`src/rtl/source_tokenizer_defines.svh`:
```
`ifndef SOURCE_TOKENIZER_DEFINES_SVH
`define SOURCE_TOKENIZER_DEFINES_SVH
// concurrent check with synchronous reset
`define ST_ASSERT(label, clk, rst, prop, msg) \
   label: assert property (@(posedge clk) disable iff (rst) (prop)) else $error(msg);
// check that also holds during reset
`define ST_ASSERT_ALWAYS(label, clk, prop, msg) \
   label: assert property (@(posedge clk) (prop)) else $error(msg);
`endif

```
`src/rtl/stok_pkg.sv`:
```
`timescale 1ns / 1ps
package stok_pkg;
   localparam int POSITION_BITS = 24;
   localparam int KEYWORD_MAX = 7;
   localparam int FIELD_BITS = 24;
   localparam int KIND_BITS = 6;
   localparam int MAX_OUT = 3;

   localparam logic [5:0] K_LPAREN = 6'd0;
   localparam logic [5:0] K_RPAREN = 6'd1;
   localparam logic [5:0] K_LBRACE = 6'd2;
   localparam logic [5:0] K_RBRACE = 6'd3;
   localparam logic [5:0] K_COMMA = 6'd4;
   localparam logic [5:0] K_DOT = 6'd5;
   localparam logic [5:0] K_MINUS = 6'd6;
   localparam logic [5:0] K_PLUS = 6'd7;
   localparam logic [5:0] K_SEMI = 6'd8;
   localparam logic [5:0] K_SLASH = 6'd9;
   localparam logic [5:0] K_STAR = 6'd10;
   localparam logic [5:0] K_BANG = 6'd11;
   localparam logic [5:0] K_EQUAL = 6'd13;
   localparam logic [5:0] K_GREATER = 6'd15;
   localparam logic [5:0] K_LESS = 6'd17;
   localparam logic [5:0] K_IDENT = 6'd19;
   localparam logic [5:0] K_STRING = 6'd20;
   localparam logic [5:0] K_NUMBER = 6'd21;
   localparam logic [5:0] K_AND = 6'd22;
   localparam logic [5:0] K_CLASS = 6'd23;
   localparam logic [5:0] K_ELSE = 6'd24;
   localparam logic [5:0] K_FALSE = 6'd25;
   localparam logic [5:0] K_FN = 6'd26;
   localparam logic [5:0] K_FOR = 6'd27;
   localparam logic [5:0] K_IF = 6'd28;
   localparam logic [5:0] K_IN = 6'd29;
   localparam logic [5:0] K_LET = 6'd30;
   localparam logic [5:0] K_NULL = 6'd31;
   localparam logic [5:0] K_OR = 6'd32;
   localparam logic [5:0] K_PRINTLN = 6'd33;
   localparam logic [5:0] K_RETURN = 6'd34;
   localparam logic [5:0] K_SUPER = 6'd35;
   localparam logic [5:0] K_SELF = 6'd36;
   localparam logic [5:0] K_TRUE = 6'd37;
   localparam logic [5:0] K_WHILE = 6'd38;
   localparam logic [5:0] K_END = 6'd39;
   localparam logic [5:0] K_ERROR = 6'd40;

   typedef enum logic [10:0] {
      M_IDLE   = 11'b00000000001,
      M_SLASH  = 11'b00000000010,
      M_LINEC  = 11'b00000000100,
      M_BLOCK  = 11'b00000001000,
      M_BSTAR  = 11'b00000010000,
      M_IDENT  = 11'b00000100000,
      M_NUM    = 11'b00001000000,
      M_NUMDOT = 11'b00010000000,
      M_FRAC   = 11'b00100000000,
      M_STR    = 11'b01000000000,
      M_OP     = 11'b10000000000
   } mode_type;

   function automatic logic is_alpha(input logic [7:0] c);
      return (c >= 8'h61 && c <= 8'h7a) || (c >= 8'h41 && c <= 8'h5a) || c == 8'h5f;
   endfunction

   function automatic logic is_dec(input logic [7:0] c);
      return c >= 8'h30 && c <= 8'h39;
   endfunction

   function automatic logic [5:0] op_kind(input logic [7:0] c);
      logic [5:0] k;
      case (c)
         8'h21: k = K_BANG;
         8'h3d: k = K_EQUAL;
         8'h3e: k = K_GREATER;
         default: k = K_LESS;
      endcase
      return k;
   endfunction

   function automatic logic [5:0] single_kind(input logic [7:0] c);
      logic [5:0] k;
      case (c)
         8'h28: k = K_LPAREN;
         8'h29: k = K_RPAREN;
         8'h7b: k = K_LBRACE;
         8'h7d: k = K_RBRACE;
         8'h2c: k = K_COMMA;
         8'h2e: k = K_DOT;
         8'h2d: k = K_MINUS;
         8'h2b: k = K_PLUS;
         8'h3b: k = K_SEMI;
         8'h2a: k = K_STAR;
         default: k = K_ERROR;
      endcase
      return k;
   endfunction
endpackage

```
`src/rtl/stok_stream_if.sv`:
```
`timescale 1ns / 1ps
interface stok_stream_if #(parameter int WIDTH = 9);
   logic             valid;
   logic             ready;
   logic [WIDTH-1:0] payload;
   modport source (output valid, output payload, input ready);
   modport sink (input valid, input payload, output ready);
endinterface

```
`src/rtl/source_tokenizer.sv`:
```
`timescale 1ns / 1ps
// Streaming lexer: one source byte (or the end marker) per req item; a byte
// can produce up to three rsp items, held in a result register and delivered
// one per cycle while rsp is ready, the last flagged by out_last. The next req item is
// taken in the same cycle the final rsp item of the previous byte leaves.
module source_tokenizer #(
   parameter int POSITION_BITS = stok_pkg::POSITION_BITS,
   parameter int KEYWORD_MAX = stok_pkg::KEYWORD_MAX
) (
   input logic clock,
   input logic reset,
   stok_stream_if.sink req,
   stok_stream_if.source rsp
);
   stok_scan #(.POSITION_BITS(POSITION_BITS), .KEYWORD_MAX(KEYWORD_MAX)) u_scan (
      .clock(clock), .reset(reset),
      .in_valid(req.valid), .in_ready(req.ready),
      .in_char(req.payload[7:0]), .in_end(req.payload[8]),
      .out_valid(rsp.valid), .out_ready(rsp.ready),
      .out_kind(rsp.payload[5:0]), .out_start(rsp.payload[29:6]),
      .out_length(rsp.payload[53:30]), .out_line(rsp.payload[77:54]),
      .out_last(rsp.payload[78]));
endmodule

```
`src/rtl/stok_keyword.sv`:
```
`timescale 1ns / 1ps
module stok_keyword #(
   parameter int KEYWORD_MAX = stok_pkg::KEYWORD_MAX
) (
   input  logic [KEYWORD_MAX*8-1:0]        prefix,
   input  logic [$clog2(KEYWORD_MAX+2)-1:0] length,
   output logic [5:0]                      kind
);
   localparam int LW = $clog2(KEYWORD_MAX + 2);

   function automatic logic hit(input logic [KEYWORD_MAX*8-1:0] p,
                                input logic [LW-1:0] l, input logic [55:0] w,
                                input int n);
      logic ok;
      ok = (l == LW'(n));
      for (int i = 0; i < 7; i++) begin
         if (i < n && p[i*8 +: 8] != w[(6-i)*8 +: 8]) begin
            ok = 1'b0;
         end
      end
      return ok;
   endfunction

   always_comb begin
      kind = stok_pkg::K_IDENT;
      if (hit(prefix, length, {"and", 32'd0}, 3)) kind = stok_pkg::K_AND;
      if (hit(prefix, length, {"class", 16'd0}, 5)) kind = stok_pkg::K_CLASS;
      if (hit(prefix, length, {"else", 24'd0}, 4)) kind = stok_pkg::K_ELSE;
      if (hit(prefix, length, {"false", 16'd0}, 5)) kind = stok_pkg::K_FALSE;
      if (hit(prefix, length, {"fn", 40'd0}, 2)) kind = stok_pkg::K_FN;
      if (hit(prefix, length, {"for", 32'd0}, 3)) kind = stok_pkg::K_FOR;
      if (hit(prefix, length, {"if", 40'd0}, 2)) kind = stok_pkg::K_IF;
      if (hit(prefix, length, {"in", 40'd0}, 2)) kind = stok_pkg::K_IN;
      if (hit(prefix, length, {"let", 32'd0}, 3)) kind = stok_pkg::K_LET;
      if (hit(prefix, length, {"null", 24'd0}, 4)) kind = stok_pkg::K_NULL;
      if (hit(prefix, length, {"or", 40'd0}, 2)) kind = stok_pkg::K_OR;
      if (hit(prefix, length, "println", 7)) kind = stok_pkg::K_PRINTLN;
      if (hit(prefix, length, {"return", 8'd0}, 6)) kind = stok_pkg::K_RETURN;
      if (hit(prefix, length, {"super", 16'd0}, 5)) kind = stok_pkg::K_SUPER;
      if (hit(prefix, length, {"self", 24'd0}, 4)) kind = stok_pkg::K_SELF;
      if (hit(prefix, length, {"true", 24'd0}, 4)) kind = stok_pkg::K_TRUE;
      if (hit(prefix, length, {"while", 16'd0}, 5)) kind = stok_pkg::K_WHILE;
   end
endmodule

```
`src/rtl/stok_scan.sv`:
```
`timescale 1ns / 1ps
`include "source_tokenizer_defines.svh"
module stok_scan #(
   parameter int POSITION_BITS = stok_pkg::POSITION_BITS,
   parameter int KEYWORD_MAX = stok_pkg::KEYWORD_MAX
) (
   input  logic        clock,
   input  logic        reset,
   input  logic        in_valid,
   output logic        in_ready,
   input  logic [7:0]  in_char,
   input  logic        in_end,
   output logic        out_valid,
   input  logic        out_ready,
   output logic [5:0]  out_kind,
   output logic [23:0] out_start,
   output logic [23:0] out_length,
   output logic [23:0] out_line,
   output logic        out_last
);
   localparam int PB = POSITION_BITS;
   localparam int LW = $clog2(KEYWORD_MAX + 2);

   typedef struct packed {
      logic [5:0]    kind;
      logic [PB-1:0] start;
      logic [PB-1:0] len;
   } tok_type;

   stok_pkg::mode_type     mode_ff, mode_in;
   logic [7:0]             look_ff, look_in;
   logic [PB-1:0]          pos_ff, pos_in;
   logic [PB-1:0]          lex_ff, lex_in;
   logic [23:0]            line_ff, line_in;
   logic [KEYWORD_MAX*8-1:0] pre_ff, pre_in;
   logic [LW-1:0]          ilen_ff, ilen_in;

   tok_type    tok_ff [3], tok_in [3];
   logic [23:0] tline_ff [3], tline_in [3];
   logic [1:0] cnt_ff, cnt_in;
   logic [1:0] idx_ff, idx_in;
   logic       accept;
   logic       end_take;
   logic [5:0] kw_kind;

   stok_keyword #(.KEYWORD_MAX(KEYWORD_MAX)) u_kw (
      .prefix(pre_ff), .length(ilen_ff), .kind(kw_kind));

   assign in_ready = (cnt_ff == 2'd0) || (out_ready && idx_ff + 2'd1 == cnt_ff);
   assign accept = in_valid && in_ready;
   assign end_take = accept && in_end;
   assign out_valid = cnt_ff != 2'd0;
   assign out_kind = tok_ff[idx_ff].kind;
   assign out_start = 24'(tok_ff[idx_ff].start);
   assign out_length = 24'(tok_ff[idx_ff].len);
   assign out_line = tline_ff[idx_ff];
   assign out_last = idx_ff + 2'd1 == cnt_ff;

   always_comb begin
      logic [7:0]    c;
      logic [PB-1:0] p;
      logic [1:0]    n;
      logic          do_idle;
      c = in_char;
      p = pos_ff;
      n = 2'd0;
      do_idle = 1'b0;
      mode_in = mode_ff;
      look_in = look_ff;
      lex_in = lex_ff;
      line_in = line_ff;
      pre_in = pre_ff;
      ilen_in = ilen_ff;
      idx_in = '0;
      pos_in = pos_ff + PB'(1);
      // tokens always complete before any line bump of the same byte
      for (int i = 0; i < 3; i++) begin
         tok_in[i] = '0;
         tline_in[i] = line_ff;
      end
      if (in_end) begin
         pos_in = '0;
         mode_in = stok_pkg::M_IDLE;
         lex_in = '0;
         line_in = 24'd1;
         ilen_in = '0;
         look_in = '0;
         case (mode_ff)
            stok_pkg::M_SLASH: begin
               tok_in[0] = '{stok_pkg::K_SLASH, lex_ff, PB'(1)}; n = 2'd1;
            end
            stok_pkg::M_IDENT: begin
               tok_in[0] = '{kw_kind, lex_ff, p - lex_ff}; n = 2'd1;
            end
            stok_pkg::M_NUM, stok_pkg::M_FRAC: begin
               tok_in[0] = '{stok_pkg::K_NUMBER, lex_ff, p - lex_ff}; n = 2'd1;
            end
            stok_pkg::M_NUMDOT: begin
               tok_in[0] = '{stok_pkg::K_NUMBER, lex_ff, p - PB'(1) - lex_ff};
               tok_in[1] = '{stok_pkg::K_DOT, p - PB'(1), PB'(1)};
               n = 2'd2;
            end
            stok_pkg::M_OP: begin
               tok_in[0] = '{stok_pkg::op_kind(look_ff), lex_ff, PB'(1)}; n = 2'd1;
            end
            default: ;
         endcase
         if (mode_ff == stok_pkg::M_STR) begin
            tok_in[0] = '{stok_pkg::K_END, lex_ff, p - lex_ff}; n = 2'd1;
         end else begin
            tok_in[n] = '{stok_pkg::K_END, p, '0}; n = n + 2'd1;
         end
      end else begin
         case (mode_ff)
            stok_pkg::M_IDLE: do_idle = 1'b1;
            stok_pkg::M_SLASH: begin
               if (c == 8'h2f) mode_in = stok_pkg::M_LINEC;
               else if (c == 8'h2a) mode_in = stok_pkg::M_BLOCK;
               else begin
                  tok_in[0] = '{stok_pkg::K_SLASH, lex_ff, PB'(1)}; n = 2'd1;
                  do_idle = 1'b1;
               end
            end
            stok_pkg::M_LINEC: if (c == 8'h0a) begin
               mode_in = stok_pkg::M_IDLE;
               if (line_ff != 24'hffffff) line_in = line_ff + 24'd1;
            end
            stok_pkg::M_BLOCK: begin
               if (c == 8'h2a) mode_in = stok_pkg::M_BSTAR;
               else if (c == 8'h0a && line_ff != 24'hffffff) line_in = line_ff + 24'd1;
            end
            stok_pkg::M_BSTAR: begin
               if (c == 8'h2f) mode_in = stok_pkg::M_IDLE;
               else if (c != 8'h2a) begin
                  mode_in = stok_pkg::M_BLOCK;
                  if (c == 8'h0a && line_ff != 24'hffffff) line_in = line_ff + 24'd1;
               end
            end
            stok_pkg::M_IDENT: begin
               if (stok_pkg::is_alpha(c) || stok_pkg::is_dec(c)) begin
                  for (int i = 0; i < KEYWORD_MAX; i++) begin
                     if (ilen_ff == LW'(i)) pre_in[i*8 +: 8] = c;
                  end
                  if (ilen_ff <= LW'(KEYWORD_MAX)) ilen_in = ilen_ff + LW'(1);
               end else begin
                  tok_in[0] = '{kw_kind, lex_ff, p - lex_ff}; n = 2'd1;
                  do_idle = 1'b1;
               end
            end
            stok_pkg::M_NUM: begin
               if (c == 8'h2e) begin
                  mode_in = stok_pkg::M_NUMDOT; look_in = c;
               end else if (!stok_pkg::is_dec(c)) begin
                  tok_in[0] = '{stok_pkg::K_NUMBER, lex_ff, p - lex_ff}; n = 2'd1;
                  do_idle = 1'b1;
               end
            end
            stok_pkg::M_NUMDOT: begin
               if (stok_pkg::is_dec(c)) mode_in = stok_pkg::M_FRAC;
               else begin
                  tok_in[0] = '{stok_pkg::K_NUMBER, lex_ff, p - PB'(1) - lex_ff};
                  tok_in[1] = '{stok_pkg::K_DOT, p - PB'(1), PB'(1)};
                  n = 2'd2;
                  do_idle = 1'b1;
               end
            end
            stok_pkg::M_FRAC: if (!stok_pkg::is_dec(c)) begin
               tok_in[0] = '{stok_pkg::K_NUMBER, lex_ff, p - lex_ff}; n = 2'd1;
               do_idle = 1'b1;
            end
            stok_pkg::M_STR: begin
               if (c == 8'h22) begin
                  tok_in[0] = '{stok_pkg::K_STRING, lex_ff, p + PB'(1) - lex_ff};
                  n = 2'd1;
                  mode_in = stok_pkg::M_IDLE;
               end else if (c == 8'h0a && line_ff != 24'hffffff) line_in = line_ff + 24'd1;
            end
            stok_pkg::M_OP: begin
               if (c == 8'h3d) begin
                  tok_in[0] = '{stok_pkg::op_kind(look_ff) + 6'd1, lex_ff, PB'(2)};
                  n = 2'd1;
                  mode_in = stok_pkg::M_IDLE;
               end else begin
                  tok_in[0] = '{stok_pkg::op_kind(look_ff), lex_ff, PB'(1)}; n = 2'd1;
                  do_idle = 1'b1;
               end
            end
            default: do_idle = 1'b1;
         endcase
         if (do_idle) begin
            mode_in = stok_pkg::M_IDLE;
            if (c == 8'h0a) begin
               if (line_ff != 24'hffffff) line_in = line_ff + 24'd1;
            end else if (c != 8'h20 && c != 8'h0d && c != 8'h09) begin
               lex_in = p;
               if (stok_pkg::is_alpha(c)) begin
                  mode_in = stok_pkg::M_IDENT;
                  pre_in[7:0] = c;
                  ilen_in = LW'(1);
               end else if (stok_pkg::is_dec(c)) mode_in = stok_pkg::M_NUM;
               else if (c == 8'h2f) begin
                  mode_in = stok_pkg::M_SLASH; look_in = c;
               end else if (c == 8'h21 || c == 8'h3d || c == 8'h3c || c == 8'h3e) begin
                  mode_in = stok_pkg::M_OP; look_in = c;
               end else if (c == 8'h22) mode_in = stok_pkg::M_STR;
               else begin
                  tok_in[n] = '{stok_pkg::single_kind(c), p, PB'(1)};
                  n = n + 2'd1;
               end
            end
         end
      end
      cnt_in = n;
   end

   always_ff @(posedge clock) begin
      if (reset) begin
         mode_ff <= stok_pkg::M_IDLE;
         look_ff <= '0;
         pos_ff <= '0;
         lex_ff <= '0;
         line_ff <= 24'd1;
         ilen_ff <= '0;
         cnt_ff <= '0;
         idx_ff <= '0;
      end else begin
         if (accept) begin
            mode_ff <= mode_in;
            look_ff <= look_in;
            pos_ff <= pos_in;
            lex_ff <= lex_in;
            line_ff <= line_in;
            ilen_ff <= ilen_in;
            cnt_ff <= cnt_in;
            idx_ff <= idx_in;
         end else if (out_valid && out_ready) begin
            if (out_last) cnt_ff <= '0;
            else idx_ff <= idx_ff + 2'd1;
         end
      end
   end

   always_ff @(posedge clock) begin
      if (accept) begin
         pre_ff <= pre_in;
         for (int i = 0; i < 3; i++) begin
            tok_ff[i] <= tok_in[i];
            tline_ff[i] <= tline_in[i];
         end
      end
   end

   `ST_ASSERT(a_idx_in_range, clock, reset, !out_valid || idx_ff < cnt_ff, "index past count")
   `ST_ASSERT(a_no_accept_busy, clock, reset, !(accept && out_valid && !out_last), "overrun")
   `ST_ASSERT(a_end_resets, clock, reset, end_take |=> pos_ff == '0 && line_ff == 24'd1, "no reset")
   `ST_ASSERT_ALWAYS(a_reset_empty, clock, reset |=> !out_valid, "valid after reset")
endmodule

```
`src/flat_wrapper.sv`:
```
// flat-port wrapper written by rule: the top's interface ports become plain ports
module source_tokenizer_flat 
#(
   parameter int POSITION_BITS = stok_pkg::POSITION_BITS,
   parameter int KEYWORD_MAX = stok_pkg::KEYWORD_MAX
)
  (clock, reset, req_valid, req_payload, req_ready, rsp_valid, rsp_payload, rsp_ready);
  stok_stream_if #(.WIDTH(9)) req_i ();
  stok_stream_if #(.WIDTH(79)) rsp_i ();
  input logic clock;
  input logic reset;
  input wire logic [$bits(req_i.valid)-1:0] req_valid;
  input wire logic [$bits(req_i.payload)-1:0] req_payload;
  output wire logic [$bits(req_i.ready)-1:0] req_ready;
  output wire logic [$bits(rsp_i.valid)-1:0] rsp_valid;
  output wire logic [$bits(rsp_i.payload)-1:0] rsp_payload;
  input wire logic [$bits(rsp_i.ready)-1:0] rsp_ready;
  assign req_i.valid = req_valid;
  assign req_i.payload = req_payload;
  assign req_ready = req_i.ready;
  assign rsp_valid = rsp_i.valid;
  assign rsp_payload = rsp_i.payload;
  assign rsp_i.ready = rsp_ready;
  source_tokenizer #(.POSITION_BITS(POSITION_BITS), .KEYWORD_MAX(KEYWORD_MAX)) u_core (.clock(clock), .reset(reset), .req(req_i), .rsp(rsp_i));
endmodule
```
`config.mk`:
```
export PLATFORM = sky130hd
export DESIGN_NAME = source_tokenizer_flat
export DESIGN_NICKNAME = d
export VERILOG_FILES = /design/src/rtl/stok_pkg.sv /design/src/rtl/stok_stream_if.sv /design/src/rtl/source_tokenizer.sv /design/src/rtl/stok_keyword.sv /design/src/rtl/stok_scan.sv /design/src/flat_wrapper.sv
export VERILOG_INCLUDE_DIRS = /design/src /design/src/rtl
export SDC_FILE = /design/constraint.sdc
export NUM_CORES = 1
export LEC_CHECK = 0
export CAP_MARGIN = 20
export CORE_UTILIZATION = 35
export CTS_BUF_LIST = sky130_fd_sc_hd__clkbuf_2
export DETAILED_ROUTE_END_ITERATION = 16
export DONT_BUFFER_PORTS = 1
export PLACE_DENSITY_LB_ADDON = 0.3
export RECOVER_POWER = 100
export SYNTH_ARGS = -nofsm -noshare
export SYNTH_HDL_FRONTEND = slang
export SYNTH_SLANG_ARGS = --single-unit
export TNS_END_PERCENT = 10
```
`constraint.sdc`:
```
create_clock -name clock -period 11.6 [get_ports clock]
set_input_delay 1.74 -clock clock [delete_from_list [all_inputs] [get_ports clock]]
set_output_delay 1.74 -clock clock [all_outputs]
set_load 0.005 [all_outputs]
```
==> results of run 1 <==
-- final cells by class --
class	instances	share of cell area, %
timing repair buffer	24	0.744
clock buffer	121	2.86
tap	748	4.42
antenna	4	0.0472
inverter	83	1.50
clock inverter	29	0.850
sequential	295	37.0
multi-input combinational	1734	52.6
-- power groups by stage --
stage | sequential (mW) | combinational (mW) | clock (mW)
finish | 1.18 | 0.266 | 0.795
global route | 1.19 | 0.288 | 0.877
CTS | 1.18 | 0.265 | 0.826
detailed placement | 1.21 | 0.264 | 0
global placement | 1.21 | 0.262 | 0
floorplan | 1.20 | 0.191 | 0
-- worst max path at each step --
stage                            start                     endpoint  slack (ns)  depth (start not counted)
2_1_floorplan                rsp_ready     u_core.u_scan.look_ff[0]        5.16                          7
3_3_place_gp            req_payload[6]  u_core.u_scan.tok_ff[0][46]        5.30                         13
3_5_place_dp            req_payload[6]  u_core.u_scan.tok_ff[0][41]        5.28                         14
4_1_cts        u_core.u_scan.pos_ff[2]  u_core.u_scan.tok_ff[0][23]        6.28                         15
5_1_grt        u_core.u_scan.cnt_ff[1]     u_core.u_scan.line_ff[1]        3.14                         10
6_report                req_payload[6]  u_core.u_scan.tok_ff[0][41]        3.91                         15
-- synthesized netlist by cell type, types with 9 or more instances --
library cell | number | share of area [%]
xnor2_1 | 75 | 3.3
o31a_1 | 12 | 0.53
a31oi_1 | 25 | 0.79
nand4_1 | 40 | 1.3
nor2_1 | 211 | 4.0
or4_1 | 15 | 0.57
o21bai_1 | 11 | 0.42
nand3_1 | 60 | 1.5
a22oi_1 | 41 | 1.6
inv_1 | 81 | 1.5
nand2_1 | 179 | 3.4
nand3b_1 | 13 | 0.49
a22o_1 | 47 | 2.1
nand2b_1 | 17 | 0.54
a21o_1 | 25 | 0.95
o31ai_1 | 26 | 0.98
edfxtp_1 | 194 | 29
o21a_1 | 12 | 0.45
and2_1 | 66 | 2.1
nor3_1 | 54 | 1.4
and4_1 | 14 | 0.62
buf_2 | 10 | 0.25
xor2_1 | 42 | 1.9
a21oi_1 | 135 | 3.4
a221oi_1 | 9 | 0.40
and3_1 | 31 | 0.98
or3_1 | 12 | 0.38
nor4_1 | 30 | 0.95
nor4bb_1 | 9 | 0.45
buf_1 | 11 | 0.21
o22ai_1 | 31 | 0.98
dfxtp_1 | 101 | 10
ha_1 | 82 | 5.2
mux2i_1 | 38 | 1.9
a211oi_1 | 17 | 0.64
nor2b_1 | 18 | 0.57
clkbuf_1 | 106 | 2.0
nand4b_1 | 12 | 0.53
o21ai_0 | 184 | 4.6
-- stage by stage --
step | total power [mW] | worst slack (ns) | util [%] | instance area [um2] | hold WS [ns]
2_1_floorplan | 1.39 | 5.16 | - | 19800 | 0.406
3_3_place_gp | 1.47 | 5.30 | 36.9 | 20500 | 0.440
3_5_place_dp | 1.47 | 5.28 | 36.9 | 20500 | 0.449
4_1_cts | 2.28 | 6.28 | 38.3 | 21300 | 0.426
5_1_grt | 2.35 | 3.14 | 38.2 | 21200 | 0.454
6_report | 2.25 | 3.91 | 38.2 | 21200 | 0.460
-- state kept, by name (all words and copies together) (netlist names), named ones only --
register and cells:
u_core.u_scan.tline_ff 24, u_core.u_scan.cnt_ff 2, u_core.u_scan.tok_ff 114, u_core.u_scan.line_ff 24
u_core.u_scan.pre_ff 56, u_core.u_scan.look_ff 8, u_core.u_scan.mode_ff 11, u_core.u_scan.ilen_ff 4
u_core.u_scan.idx_ff 2, u_core.u_scan.pos_ff 24, u_core.u_scan.lex_ff 24
-- placed cells by master (no fill, tap or decap), types with 31 or more instances in the layout --
cell	synthesis	routed
nor2_1	211	213
edfxtp_1	194	194
o21ai_0	184	189
nand2_1	179	181
a21oi_1	135	135
clkbuf_2	0	121
dfxtp_1	101	100
ha_1	82	82
inv_1	81	81
xnor2_1	75	75
nand3_1	60	60
nor3_1	54	53
a22o_1	47	47
xor2_1	42	42
and2_0	1	41
a22oi_1	41	41
nand4_1	40	40
mux2i_1	38	38
and3_1	31	31
o22ai_1	31	31
-- layer usage --
| layer | part of all wire [%] | vias up | wire length [um] | global-route usage [%] |
|---|---|---|---|---|
| met3 | 8.7 | 108 | 6000 | 4.75 |
| li1 | - | 8432 | - | - |
| met5 | 0 | - | 0 | 0 |
| met2 | 44 | 824 | 30000 | 36.1 |
| met4 | 2.8 | 0 | 1900 | 7.84 |
| met1 | 45 | 8723 | 30700 | 32.7 |
-- critical path, stage by stage --
cell	delay (ns)
nor4b_1	1.02
nand4_1	0.38
nand2_1	0.20
a21o_1	0.15
and2_0	0.66
nand4_1	0.44
inv_1	0.19
ha_1	0.16
o21ai_0	0.13
a211oi_1	0.89
nor2_1	0.36
nand2_1	0.61
o21ai_0	0.55
clkbuf_1	0.56
a22o_1	0.37
-- cell families (layout without fill, tap and decap cells) --
logic type / count (synthesis) / after routing / share of synthesized area, %
XOR/XNOR: 117 / 117 / 5.17
AO/OA/AOI/OAI: 668 / 668 / 22.1
multiplexers: 46 / 46 / 2.37
flip-flops: 295 / 295 / 39.6
AND/OR/NAND/NOR: 818 / 818 / 21.2
adder cells (fa/ha/maj): 85 / 85 / 5.47
buffers and inverters: 212 / 257 / 4.14
other: 0 / 4 / 0
==> results.txt, run 1 <==
----------------------------------------------------
[Critical path]
  Category of the worst setup path capture point ... flop
  Startpoint of the lowest-slack register-to-register path ... u_core.u_scan.cnt_ff[1]
  Worst setup SP type ... input port
  Maximum fanout along the worst path ... 20
  Arr. time, crit path ... about 8.5 ns
  Worst setup slack for register-to-register paths ... 3.92 ns
  Reg2reg path depth ... 10
  Setup Crit Path Kind ... input port to flop
  Req. time, crit path ... 12.36 ns
  Endpoint of the lowest-slack register-to-register path ... u_core.u_scan.look_ff[0]

[Floorplanning]
  Core region area ... between 50000 and 60000 um2
  Ports placed on the boundary ... 94
  Initial Utilization ... between 30% and 40%
  Width of the die ... approximately 240 um
  Row cnt ... 86
  Total die area ... about 58000 um2
  Vertical die dimension ... approximately 240 um

[Clock network]
  CTS tree ... built
  H-tree depth ... 3
  Root buf cell ... clkbuf_2
  Post-CTS setup-driven buffer insertion count ... 0
  Register clock-pin slew on the reported worst setup and hold paths ... 0.10 ns
  Cts bufs inserted ... 83
  Number of buffers inserted by hold repair at cts ... 0
  Post-CTS sizing ... 0
  Longest Clk Path Bufs ... 3
  Insertion delay of the later-clocked pin in the worst-skew pair ... 1.09 ns
  Clock Sink Count ... approximately 300

[GRT]
  Antenna violations before repair ... 2
  Number of global-route vias before repair ... roughly 17k
  Final global-route overflow total ... 0
  Wire length of the first global-routing pass ... around 100000 um
  Overall Global Routing Usage ... 23.5%
  Largest net degree at the start of global routing ... around 90

[Power and ir drop]
  Switching component of the power ... slightly below 0.7 mW
  Portion of total power attributed to sequential cells ... between 50% and 60%
  Combinational Power Share ... about an eighth
  Share of power burned in the clock network ... 35.4%
  Max VDD drop ... approximately 0.000047 V
  Power per Cell Area ... 106 nW/um2
  Leakage power ... about 7.4 nW
  Design internal power ... 1.57 mW
  Net switching share of the total power ... a little under a third

[Placement]
  DP Wirelength ... between 50000 and 60000 um
  Weighted congestion reported at the end of routability-driven placement ... 0.957
  Quantity of I/O buffers inserted on ports ... 0
  Number of placed instances with taps included ... 2884

[Finish]
  Number of nets in the finished design ... between 2k and 2.5k
  Fraction of final layout cells sized beyond drive strength 1 ... approximately 8%
  Final standard cell count with taps included and fillers excluded ... 3038
  Number of inserted filler cells in the final layout ... 5760
  Area Overhead vs Synth ... 6.84%
  Area of the multi-input gates ... between 10000 and 15000 um2
  Area occupied by registers ... about 8000 um2

[STA]
  RSZ-0062 raised after global routing ... no
  Fraction of the cycle the final worst path needs ... between 60% and 70%
  Final number of max-transition violations ... ~180
  Final setup fails ... 0
  Worst Max-Slew Pin Slew ... about 3 ns
  Hold Fails Final Rpt ... 0
  Clk_skew ... roughly 0.093 ns
  Fin crit period ... between 7 and 8 ns
  Worst relative slew slack ... -103%
  Final-layout setup total negative slack ... 0 ns
  Max frequency ... 0.130 GHz

[Drt]
  Routed length per placed instance ... between 20 and 25 um
  Count of routing violations after the opening detailed-route iteration ... 1888
  First drt pass iteration count ... 5
  Routed Antenna Nets ... 0
  Via density per instance ... just under 6
  Total Routed Length ... approximately 69000 um
  Via total after detailed routing ... roughly 18k
  DRC violation count after routing ... 0

[Yosys]
  Async S/R FF share, synth ... 0%
  Gate count of the mapped netlist ... 2241
  Post-synthesis sequential area ratio ... between 30% and 40%
  Net count after synthesis ... 2339
  Most used DFF post-synth ... edfxtp_1
  Number of synthesized flops with an enable pin ... roughly 190
  Cell area after synthesis ... 19800 um2
  Average instance area after synthesis ... approximately 9 um2
  Synth warn ... 0
  Count of different cell masters after synthesis ... 96
  Register bit total from synthesis ... 295

[Hold path]
  Hold path depth ... 0
  Path category of the worst min-delay check ... flop to flop
  Worst Hold Endpoint ... u_core.u_scan.tline_ff[2][5]
  Worst hold path startpoint ... u_core.u_scan.line_ff[5]

[Run]
  MaxCap Viol Count ... 5

[Status]
  Run status ... complete, but fails checks
  Failing checks ... max-capacitance violations, max-slew violations

----------------------------------------------------
(Power assumes the default switching activity.)
==> run 2, diff against run 1 <==
==> constraint.sdc (replaced) <==
create_clock -name clock -period 8 [get_ports clock]
set_input_delay 1.2 -clock clock [delete_from_list [all_inputs] [get_ports clock]]
set_output_delay 1.2 -clock clock [all_outputs]
set_load 0.005 [all_outputs]
==> results.txt, run 2 (same netlist as run 1, synthesis figures left out) <==
----------------------------------------------------
[Drt]
  First drt pass iteration count ... 6 (was 5)
  Routed Antenna Nets ... 0 (unchanged)
  Total Routed Length ... 68800 um (was 68600 um)
  DRC violation count after routing ... 0 (unchanged)
  Count of routing violations after the opening detailed-route iteration ... 2015 (was 1888)
  Via density per instance ... 5.96 (was 5.95)
  Via total after detailed routing ... 18.1k (about the same)
  Routed length per placed instance ... 22.7 um (was 22.6 um)

[Finish]
  Biggest register ... u_core.u_scan.tok_ff (unchanged)
  Area of the multi-input gates ... 11100 um2 (unchanged)
  Final standard cell count with taps included and fillers excluded ... 3031 (was 3038)
  Most frequent standard cell in the layout excluding fill and tap cells ... nor2_1 (unchanged)
  Largest regs ... u_core.u_scan.tok_ff: 114 flops, u_core.u_scan.pre_ff: 56 flops (unchanged)
  Leading cell types in the layout, fill and taps excluded ... 213 x nor2_1, 194 x edfxtp_1, 188 x o21ai_0 (was 213 x nor2_1, 194 x edfxtp_1, 189 x o21ai_0)
  Area occupied by registers ... 7850 um2 (unchanged)
  Final cell utilization of the core ... 38.1% (was 38.2%)
  Flip-flop count of the largest register, all copies and words added ... 114 (unchanged)
  Fraction of final layout cells sized beyond drive strength 1 ... 8.02% (was 8.09%)
  Number of inserted filler cells in the final layout ... 5681 (was 5760)
  Number of nets in the finished design ... 2315 (was 2319)
  Area Overhead vs Synth ... 6.52% (was 6.84%)

[Critical path]
  Maximum fanout along the worst path ... 24 (was 20)
  Worst setup SP type ... flop (was input port)
  Endpoint of the lowest-slack register-to-register path ... u_core.u_scan.tok_ff[0][43] (was u_core.u_scan.look_ff[0])
  Category of the worst setup path capture point ... flop (unchanged)
  Setup Crit Path Kind ... flop to flop (was input port to flop)
  Cells along the critical path ... nand2b_1 -> or4_1 -> clkbuf_1 -> clkinvlp_2 -> o31a_2 -> a211oi_1 -> nor2_1 -> nand2_1 -> o21ai_2 -> buf_4 -> a22o_1 (was nor4b_1 -> nand4_1 -> nand2_1 -> a21o_1 -> and2_0 -> nand4_1 -> inv_1 -> ha_1 -> o21ai_0 -> a211oi_1 -> nor2_1 -> nand2_1 -> o21ai_0 -> clkbuf_1 -> a22o_1)
  Worst setup slack for register-to-register paths ... 1.29 ns (was 3.92 ns)
  Largest stage delay, worst path ... 1.26 ns (was 1.02 ns)
  Reg2reg path depth ... 11 (was 10)
  Req. time, crit path ... 8.74 ns (was 12.36 ns)
  Arr. time, crit path ... 7.45 ns (was 8.45 ns)
  Critical-path top delay cell ... clkinvlp_2 (was nor4b_1)
  Startpoint of the lowest-slack register-to-register path ... u_core.u_scan.mode_ff[6] (was u_core.u_scan.cnt_ff[1])

[GRT]
  Largest net degree at the start of global routing ... 93 (was 92)
  Antenna violations before repair ... 1 (was 2)
  Wire length of the first global-routing pass ... 103000 um (about the same)
  Overall Global Routing Usage ... 23.6% (was 23.5%)
  Final global-route overflow total ... 0 (unchanged)
  Number of global-route vias before repair ... 16.8k (about the same)

[Power and ir drop]
  Net switching share of the total power ... 30.2% (was 30.1%)
  Combinational Power Share ... 11.9% (was 11.8%)
  Max VDD drop ... 0.0000684 V (was 0.0000472 V)
  Switching component of the power ... 0.967 mW (was 0.675 mW)
  Portion of total power attributed to sequential cells ... 53.7% (was 52.8%)
  Power per Cell Area ... 152 nW/um2 (was 106 nW/um2)
  Leakage power ... 7.37 nW (was 7.40 nW)
  Design internal power ... 2.24 mW (was 1.57 mW)
  Share of power burned in the clock network ... 34.3% (was 35.4%)

[Clock network]
  Clock Sink Count ... 295 (unchanged)
  Insertion delay of the later-clocked pin in the worst-skew pair ... 1.10 ns (was 1.09 ns)
  Register clock-pin slew on the reported worst setup and hold paths ... 0.14 ns (was 0.10 ns)
  Number of buffers inserted by hold repair at cts ... 0 (unchanged)
  Post-CTS sizing ... 0 (unchanged)
  H-tree depth ... 3 (unchanged)
  Longest Clk Path Bufs ... 3 (unchanged)
  Root buf cell ... clkbuf_2 (unchanged)
  Cts bufs inserted ... 79 (was 83)
  Post-CTS setup-driven buffer insertion count ... 0 (unchanged)
  CTS tree ... built (unchanged)

[Floorplanning]
  Width of the die ... 240 um (unchanged)
  Row cnt ... 86 (unchanged)
  Ports placed on the boundary ... 94 (unchanged)
  Initial Utilization ... 35.7% (unchanged)
  Total die area ... 57600 um2 (unchanged)
  Vertical die dimension ... 240 um (unchanged)
  Core region area ... 55500 um2 (unchanged)

[STA]
  Worst Max-Slew Pin Slew ... 3.11 ns (was 3.05 ns)
  Final-layout setup total negative slack ... 0 ns (unchanged)
  Final number of max-transition violations ... 172 (was 184)
  Clk_skew ... 0.123 ns (was 0.0934 ns)
  Final setup fails ... 0 (unchanged)
  Worst relative slew slack ... -108% (was -103%)
  Fin crit period ... ~6.7 ns
  RSZ-0062 raised after global routing ... no (unchanged)
  Fraction of the cycle the final worst path needs ... a little over four fifths
  Max frequency ... roughly 0.15 GHz
  Hold Fails Final Rpt ... 0 (unchanged)

[Hold path]
  Path category of the worst min-delay check ... input port to flop (was flop to flop)
  Worst Hold Endpoint ... u_core.u_scan.mode_ff[9] (was u_core.u_scan.tline_ff[2][5])
  Worst hold path startpoint ... reset (was u_core.u_scan.line_ff[5])
  Hold path depth ... 1 (was 0)

[Placement]
  Number of placed instances with taps included ... 2884 (unchanged)
  Quantity of I/O buffers inserted on ports ... 0 (unchanged)
  DP Wirelength ... 50400 um (was 50300 um)
  Weighted congestion reported at the end of routability-driven placement ... 0.958 (was 0.957)

[Status]
  Failing checks ... max-capacitance violations, max-slew violations (unchanged)
  Run status ... complete, but fails checks (unchanged)

[Run]
  MaxCap Viol Count ... 6 (was 5)

----------------------------------------------------
run 2: how the worst max path moves through the flow:
stage / slack, ns / start / end / cells after the start
4_1_cts: 2.74 / u_core.u_scan.pos_ff[2] / u_core.u_scan.tok_ff[0][23] / 13
5_1_grt: 1.20 / u_core.u_scan.mode_ff[5] / u_core.u_scan.tok_ff[0][42] / 11
3_5_place_dp: 2.15 / req_payload[6] / u_core.u_scan.tok_ff[0][43] / 14
2_1_floorplan: 2.10 / rsp_ready / u_core.u_scan.look_ff[0] / 7
6_report: 1.29 / u_core.u_scan.mode_ff[6] / u_core.u_scan.tok_ff[0][43] / 11
3_3_place_gp: 2.33 / req_payload[6] / u_core.u_scan.tok_ff[0][43] / 14
run 2: final cells by class:
cell class / instances / area share (%)
multi-input combinational: 1734 / 52.7
sequential: 295 / 37.1
tap: 748 / 4.43
clock buffer: 120 / 2.84
inverter: 83 / 1.50
timing repair buffer: 24 / 0.711
clock inverter: 25 / 0.640
antenna: 2 / 0.0237
run 2: metrics by stage:
| step | instance area, um2 | hold slack (ns) | setup WS, ns | power (mW) |
|---|---|---|---|---|
| after floorplan | 19800 | 0.406 | 2.10 | 2.02 |
| after global placement | 20500 | 0.443 | 2.33 | 2.13 |
| after detailed placement | 20500 | 0.454 | 2.15 | 2.13 |
| after CTS | 21200 | 0.0539 | 2.74 | 3.25 |
| after global routing | 21100 | 0.118 | 1.20 | 3.35 |
| final | 21100 | 0.183 | 1.29 | 3.21 |
run 2: power groups by stage:
stage | registers, mW | clock network [mW] | logic [mW]
2_1_floorplan | 1.74 | 0 | 0.277
3_3_place_gp | 1.75 | 0 | 0.375
3_5_place_dp | 1.75 | 0 | 0.378
4_1_cts | 1.72 | 1.15 | 0.381
5_1_grt | 1.73 | 1.21 | 0.413
6_report | 1.72 | 1.10 | 0.382
run 2: critical path, delay by kind of cell, from the launching register on:
family          cells  cell delay [ns]
flops               1             0.57
compound gates      4             2.03
buf+inv             3             2.35
simple gates        4             1.38
run 2: layer usage:
layer	vias to the layer above	routed length, um	GRT usage [%]	share of wire (%)
met5	-	0	0	0
met4	0	1970	8.99	2.9
met3	126	6060	5.05	8.8
met2	837	29900	35.3	43
met1	8692	30900	33.0	45
li1	8423	-	-	-
